[src/hw/rtl/sdds_pkg.sv]
// Shared types, constants and the double-dabble step for the decimal digit splitter.
// Used by sdds_dabble and saturating_decimal_digit_splitter_core; no dependencies.
package sdds_pkg;

	// Number of decimal digit positions (1 through 9)
	localparam int DIGIT_COUNT = 8;

	// Input word and full BCD width (31 magnitude bits need ten digits)
	localparam int DATA_W     = 32;
	localparam int BCD_DIGITS = 10;
	localparam int BCD_W      = 4 * BCD_DIGITS;

	// Output mask width and digits carried into each output field
	localparam int MASK_W      = 8;
	localparam int USED_DIGITS = (DIGIT_COUNT < 9) ? DIGIT_COUNT : 9;
	localparam int OUT_DIGITS  = (DIGIT_COUNT < MASK_W) ? DIGIT_COUNT : MASK_W;

	// Conversion steps done by one pipeline stage
	localparam int STEPS_PER_STAGE = 8;

	typedef logic [DATA_W-1:0] word_t;
	typedef logic [BCD_W-1:0]  bcd_t;
	typedef logic [3:0]        digit_t;
	typedef logic [MASK_W-1:0] mask_t;

	// Conversion state: BCD accumulator above the binary bits still to shift in
	typedef struct packed {
		bcd_t  bcd;
		word_t bits;
	} dabble_t;

	// 10^USED_DIGITS, evaluated at elaboration
	function automatic word_t digit_limit();
		word_t p;
		p = word_t'(1);
		for (int k = 0; k < USED_DIGITS; k++) begin
			p = word_t'(p * word_t'(10));
		end
		return p;
	endfunction

	localparam word_t DIGIT_LIMIT = digit_limit();

	// One shift-add-3 step: bump digits of five or more, then shift left one bit
	function automatic dabble_t dabble_step(dabble_t x);
		dabble_t r;
		r = x;
		for (int d = 0; d < BCD_DIGITS; d++) begin
			if (r.bcd[4*d +: 4] >= digit_t'(5)) begin
				r.bcd[4*d +: 4] = r.bcd[4*d +: 4] + digit_t'(3);
			end
		end
		r = r << 1;
		return r;
	endfunction

	// Negative inputs count as zero
	function automatic word_t as_nonneg(word_t raw);
		return raw[DATA_W-1] ? '0 : raw;
	endfunction

endpackage

[src/hw/rtl/sdds_dabble.sv]
// One slice of the binary to BCD converter: a fixed run of shift-add-3 steps.
// Depends on sdds_pkg for the step function and the conversion state type.
module sdds_dabble (
	input  sdds_pkg::dabble_t d_in,
	output sdds_pkg::dabble_t d_out
);

	// Chain of steps for this slice
	always_comb begin
		sdds_pkg::dabble_t x;
		x = d_in;
		for (int s = 0; s < sdds_pkg::STEPS_PER_STAGE; s++) begin
			x = sdds_pkg::dabble_step(x);
		end
		d_out = x;
	end

endmodule

[src/hw/rtl/saturating_decimal_digit_splitter_core.sv]
// Top level of the saturating decimal digit splitter: clamp, BCD split, show and change masks.
// Depends on sdds_pkg and sdds_dabble (four conversion slices per operand).
//
//  channel  | handshake        | payload
//  ---------+------------------+--------------------------------------------
//  input    | start / busy     | value, previous_value
//  result   | done (strobe)    | bcd_digits, show_mask, changed_mask
//
// An item is taken on any cycle with start high; busy is never raised.
// Each result passes stages s1 to s4 and result stage s5, one strobe per item.
// The stages hold the 32-step shift-add-3 conversion, eight steps per stage,
// plus one stage for clamping and mask logic.
// Reset clears the stage valid bits only; items in flight are dropped and no results are invented.
module saturating_decimal_digit_splitter_core (
	input  logic                       clk,
	input  logic                       arst_n,
	input  logic                       start,
	output logic                       busy,
	input  logic signed [31:0]         value,
	input  logic signed [31:0]         previous_value,
	output logic                       done,
	output logic        [31:0]         bcd_digits,
	output logic        [7:0]          show_mask,
	output logic        [7:0]          changed_mask
);

	// Conversion state entering and leaving each slice
	sdds_pkg::dabble_t val_in, prv_in;
	sdds_pkg::dabble_t val_d1, val_d2, val_d3, val_d4;
	sdds_pkg::dabble_t prv_d1, prv_d2, prv_d3, prv_d4;

	// Pipeline registers
	sdds_pkg::dabble_t val_s1, val_s2, val_s3, val_s4;
	sdds_pkg::dabble_t prv_s1, prv_s2, prv_s3, prv_s4;
	logic              sat_s1, sat_s2, sat_s3, sat_s4;
	logic              vld_s1, vld_s2, vld_s3, vld_s4, done_s5;
	logic [31:0]       bcd_s5;
	sdds_pkg::mask_t   show_s5, chg_s5;

	// Result stage logic
	logic [31:0]       bcd_n;
	sdds_pkg::mask_t   show_n, chg_n;
	sdds_pkg::word_t   val_nn;

	assign busy = 1'b0;

	// Clamp negatives to zero and start conversion with an empty BCD field
	assign val_nn = sdds_pkg::as_nonneg(sdds_pkg::word_t'(value));
	assign val_in = {sdds_pkg::bcd_t'(0), val_nn};
	assign prv_in = {sdds_pkg::bcd_t'(0),
		sdds_pkg::as_nonneg(sdds_pkg::word_t'(previous_value))};

	// Conversion slices, one per operand per stage
	sdds_dabble u_val1 (.d_in(val_in), .d_out(val_d1));
	sdds_dabble u_prv1 (.d_in(prv_in), .d_out(prv_d1));
	sdds_dabble u_val2 (.d_in(val_s1), .d_out(val_d2));
	sdds_dabble u_prv2 (.d_in(prv_s1), .d_out(prv_d2));
	sdds_dabble u_val3 (.d_in(val_s2), .d_out(val_d3));
	sdds_dabble u_prv3 (.d_in(prv_s2), .d_out(prv_d3));
	sdds_dabble u_val4 (.d_in(val_s3), .d_out(val_d4));
	sdds_dabble u_prv4 (.d_in(prv_s3), .d_out(prv_d4));

	// Valid bits travel with the data
	always_ff @(posedge clk or negedge arst_n) begin
		if (!arst_n) begin
			vld_s1  <= 1'b0;
			vld_s2  <= 1'b0;
			vld_s3  <= 1'b0;
			vld_s4  <= 1'b0;
			done_s5 <= 1'b0;
		end else begin
			vld_s1  <= start && !busy;
			vld_s2  <= vld_s1;
			vld_s3  <= vld_s2;
			vld_s4  <= vld_s3;
			done_s5 <= vld_s4;
		end
	end

	// Payload registers
	always_ff @(posedge clk) begin
		val_s1  <= val_d1;
		prv_s1  <= prv_d1;
		sat_s1  <= (val_nn >= sdds_pkg::DIGIT_LIMIT);
		val_s2  <= val_d2;
		prv_s2  <= prv_d2;
		sat_s2  <= sat_s1;
		val_s3  <= val_d3;
		prv_s3  <= prv_d3;
		sat_s3  <= sat_s2;
		val_s4  <= val_d4;
		prv_s4  <= prv_d4;
		sat_s4  <= sat_s3;
		bcd_s5  <= bcd_n;
		show_s5 <= show_n;
		chg_s5  <= chg_n;
	end

	// Saturate, blank leading zeros, compare digits
	always_comb begin
		sdds_pkg::digit_t cd [sdds_pkg::USED_DIGITS];
		logic             nz;
		nz     = 1'b0;
		bcd_n  = '0;
		show_n = '0;
		chg_n  = '0;
		for (int k = 0; k < sdds_pkg::USED_DIGITS; k++) begin
			cd[k] = sat_s4 ? sdds_pkg::digit_t'(9) : val_s4.bcd[4*k +: 4];
		end
		for (int k = 0; k < sdds_pkg::OUT_DIGITS; k++) begin
			bcd_n[4*k +: 4] = cd[k];
			chg_n[k]        = (val_s4.bcd[4*k +: 4] != prv_s4.bcd[4*k +: 4]);
		end
		// A position shows when it or any higher digit is nonzero; position 0 always shows
		for (int k = sdds_pkg::USED_DIGITS - 1; k >= 0; k--) begin
			nz = nz || (cd[k] != '0);
			if (k < sdds_pkg::MASK_W) begin
				show_n[k] = nz;
			end
		end
		show_n[0] = 1'b1;
	end

	assign done         = done_s5;
	assign bcd_digits   = bcd_s5;
	assign show_mask    = show_s5;
	assign changed_mask = chg_s5;

	// Every nibble of a result is a decimal digit
	logic bcd_ok;
	always_comb begin
		bcd_ok = 1'b1;
		for (int k = 0; k < 8; k++) begin
			if (bcd_digits[4*k +: 4] > 4'd9) begin
				bcd_ok = 1'b0;
			end
		end
	end

	a_latency: assert property (@(posedge clk) disable iff (!arst_n)
		(start && !busy) |-> ##5 done)
		else $error("accepted item gave no result after five cycles");

	a_no_spurious: assert property (@(posedge clk) disable iff (!arst_n)
		done |-> $past(start && !busy, 5))
		else $error("result without a matching item");

	a_show_contig: assert property (@(posedge clk) disable iff (!arst_n)
		done |-> (show_mask[0] && ((show_mask & (show_mask + 8'd1)) == 8'd0)))
		else $error("show mask is not a run of low ones");

	a_bcd_digits: assert property (@(posedge clk) disable iff (!arst_n)
		done |-> bcd_ok)
		else $error("result holds a nibble above nine");

endmodule

[config.mk]
export PLATFORM = sky130hd
export DESIGN_NAME = saturating_decimal_digit_splitter_core
export DESIGN_NICKNAME = d
export VERILOG_FILES = /design/src/hw/rtl/sdds_pkg.sv /design/src/hw/rtl/sdds_dabble.sv /design/src/hw/rtl/saturating_decimal_digit_splitter_core.sv
export SDC_FILE = /design/constraint.sdc
export NUM_CORES = 2
export LEC_CHECK = 0
export ABC_CLOCK_PERIOD_IN_PS = 8500
export BUFFER_PORTS_ARGS = -buffer_cell sky130_fd_sc_hd__buf_2
export CORE_MARGIN = 2
export CORE_UTILIZATION = 50
export DETAILED_ROUTE_END_ITERATION = 6
export PLACE_DENSITY = 0.66
export REMOVE_ABC_BUFFERS = 1
export SYNTH_ARGS = -nofsm -noshare
export SYNTH_HDL_FRONTEND = slang
export SYNTH_SLANG_ARGS = --single-unit
[constraint.sdc]
create_clock -name clk -period 8.5 [get_ports clk]
set_input_delay 0.425 -clock clk [delete_from_list [all_inputs] [get_ports clk]]
set_output_delay 0.425 -clock clk [all_outputs]
set_load 0.01 [all_outputs]
==> summary.txt <==
Clocking
  – Clock transition at path regs: 0.06 ns
  – Worst-skew pair later-pin latency: 0.59 ns
  – Max H-tree Level: 2
  – Setup bufs post-CTS: 0
  – # clock sinks: 332
  – CTS Root Cell: clkbuf_16
  – Max Buffers Root-to-Sink: 3
  – Num CTS Buffers: 42
  – CTS tree: done

Drt
  – Iter 0 DRT Violations: 2,085
  – WL per Instance: 13.26 um
  – Post-route DRC: 0
  – ANT nets after route: 0
  – Detail-routed via count per cell: 5.831
  – Drt total wl: 87.93 mm
  – Detailed-router iteration count before antenna repair: 5
  – Via count: 38,660

Worst setup path
  – RR Startpoint: prv_s1[32]
  – CP Depth: 34
  – Startpoint Class: register
  – Critical Path Sink: prv_s2[37]
  – Worst path top cell family by delay: compound AO/OA/AOI/OAI gates
  – Setup CP Type: register to register
  – Crit Path Max Fanout: 7
  – Worst reg2reg endpoint: prv_s2[37]
  – Critical path's largest stage delay: 0.50 ns
  – WP buf/inv: 7
  – WP data required: 8.98 ns
  – Worst Setup SP: prv_s1[32]
  – Crit path DAT: 8.10 ns
  – Slowest-stage cell, CP: mux2i_1
  – Reg2Reg Depth: 34
  – R2r setup slk: 0.88 ns
  – CP endpoint kind: register

Logic synthesis
  – EDFF count, synth: 0
  – Cell taking the most area after synthesis: dfxtp_1
  – Mean Syn Cell Area: 7.356 um2
  – Top-area cell type share of the netlist area: 16.13%
  – Sequential fraction of the synthesis area: 16.44%
  – Yosys warning total: 0
  – Syn Inst Count: 5,518
  – Asr flop ratio synth: 1.506%
  – Distinct cell type count after synthesis: 140
  – Largest cells by area after synthesis: dfxtp_1, ha_1, a21oi_1
  – Synth Register Bits: 332
  – Synth Flop Type: dfxtp_1
  – Mapped Area: 40,590 um2

Layout
  – Fin nets: 5,860
  – Antenna cells: 0
  – Util after Layout: 54.07%
  – Fin cells: 6,630
  – Share of layout cells above drive strength 1: 10.57%
  – Layout area overhead: 7.120%

Placed design
  – DP HPWL: 67.51 mm
  – GPL Wtd Cong: 0.8607
  – Port Buf Inserts: 114
  – Placed Cells: 6,543

STA
  – Slew HR: 21.74%
  – Fmax: 0.1312 GHz
  – Setup TNS: 0 ns
  – Minimum clock period: 7.624 ns
  – Final Slew Violations: 0
  – Final setup viols: 0
  – Period utilization: 89.69%
  – Final hold vios: 0
  – Slew @ Worst Pin: 1.169 ns
  – RSZ-0062 raised after global routing: false
  – Final Skew: 0.02362 ns

Die
  – I/O pins: 117
  – Rows: 104
  – Die Height: 288.9 um
  – Area of the die: 83,480 um2
  – Die width: 288.9 um
  – Initial Utilization: 50.48%
  – Core Box Area: 80,420 um2

Hold path
  – Hold Path Class: input pin to register

Global routing
  – Largest net degree at the start of global routing: 36
  – Vias in the first global route: 33,597
  – Initial antenna violation count: 1
  – GRT overflow: 0
  – First-pass GRT wire length: 150.8 mm
  – Global Route Usage Sum: 20.25%

Job
  – Max-Cap Viols: 0

Run status
  – Outcome: complete, no violations
-- synth_stat cells, types with 26 or more instances --
cell and number:
o22ai_1 71, a21o_1 85, o21ai_1 83, a31oi_1 90
nor4_1 37, buf_2 35, xor2_1 51, nor3b_1 37
or3_1 42, and3_1 41, o211ai_1 94, clkbuf_1 121
mux2i_1 177, mux2_2 97, o21ai_0 338, o21bai_1 28
inv_1 379, xnor2_1 188, nand2b_1 122, nor2b_1 116
nor2_1 435, nor3_1 155, a211oi_1 106, a22oi_1 26
o211a_1 32, or2_2 70, and2_1 82, a21oi_1 442
ha_1 256, a211o_1 49, o21a_1 68, a31o_2 30
nand3_1 122, nand2_1 442, dfxtp_1 327, o31ai_1 39
-- through the flow --
stage	instance area, um2	worst slack (ns)	hold WS, ns
finish	43480	0.8765	0.04855
global route	43480	0.03779	0.02846
CTS	43480	0.9098	0.001955
detailed placement	41920	0.9477	0.2456
global placement	41920	1.256	0.2406
floorplan	39900	1.675	0.1294
-- sequential cells by signal (all words and copies together) (netlist names) --
register and cells:
prv_s3 38, val_s3 38, prv_s2 35, val_s2 35
prv_s1 33, val_s1 33, bcd_digits 32, prv_s4 32
val_s4 32, changed_mask 8, show_mask 7, done 1
sat_s1 1, sat_s2 1, sat_s3 1, sat_s4 1
vld_s1 1, vld_s2 1, vld_s3 1, vld_s4 1
-- layout make-up --
class / count / area (um2)
fillers: 7730 / 36940
multi-input cells: 4617 / 31720
flip-flops and latches: 332 / 6671
inverters: 404 / 1516
well taps: 1060 / 1326
clock buffers: 52 / 1150
repair buffers: 140 / 790.8
clock inverters: 25 / 311.5
-- worst min path at each step --
stage	end	slack, ns	cells past startpoint	from
final	prv_s1[15]	0.05	2	previous_value[7]
after global placement	done	0.24	1	arst_n
after floorplan	done	0.13	0	arst_n
after detailed placement	done	0.25	1	arst_n
after global routing	prv_s1[27]	0.03	2	previous_value[19]
after CTS	prv_s1[30]	0.002	2	previous_value[22]
-- logic make-up (layout without fill, tap and decap cells) --
group,Yosys count,count (layout),synth area share [%]
buffers and inverters,569,621,5.447
XOR/XNOR,268,268,6.467
AO/OA/AOI/OAI,1978,1978,33.45
other,2,2,0.01850
adder cells (fa/ha/maj),261,261,8.017
AND/OR/NAND/NOR,1816,1816,22.35
multiplexers,292,292,7.808
flip-flops,332,332,16.44
-- layer usage --
metal / up-vias / wire, um / GRT usage, %
met3: 74 / 2813 / 2.079
met1: 17550 / 44630 / 28.69
met4: 0 / 1371 / 4.291
li1: 20506 / - / -
met5: - / 0 / 0
met2: 530 / 39120 / 33.13
-- what timing repair did --
item | CTS | global route
setup endpoints to repair | 0 | 0
gates resized for setup | 0 | 0
hold buffers | 10 | 0
hold endpoints to repair | 14 | 0
-- cells in the final DEF, fill, tap and decap left out, drive strengths merged, types with 20 or more instances in the layout --
master  netlist  final
o22a         21     21
ha          256    256
nand3       122    122
nor3b        37     37
a31o         31     31
nor2b       117    117
o211ai       96     96
o21a         68     68
or3          42     42
a21boi       28     28
a31oi        96     96
o22ai        74     74
a211o        50     50
mux2i       188    188
o32ai        26     26
dfxtp       327    327
o211a        36     36
o221ai       26     26
a211oi      112    112
nand2       443    443
nor3        160    160
clkbuf      122     52
o21ai       427    427
and3         43     43
buf          43    130
nand4        20     20
a21o         85     85
a22oi        28     28
nor4         41     41
a21oi       461    461
xnor2       210    210
mux2        100    100
nor2        437    437
nand2b      123    123
o21bai       29     29
xor2         52     52
o31ai        46     46
and2         87     87
inv         401    408
or2          87     87
Power is left out: the tool's default activity adds up to more than one toggle a clock period on the data nets, which glitch-free logic cannot reach.
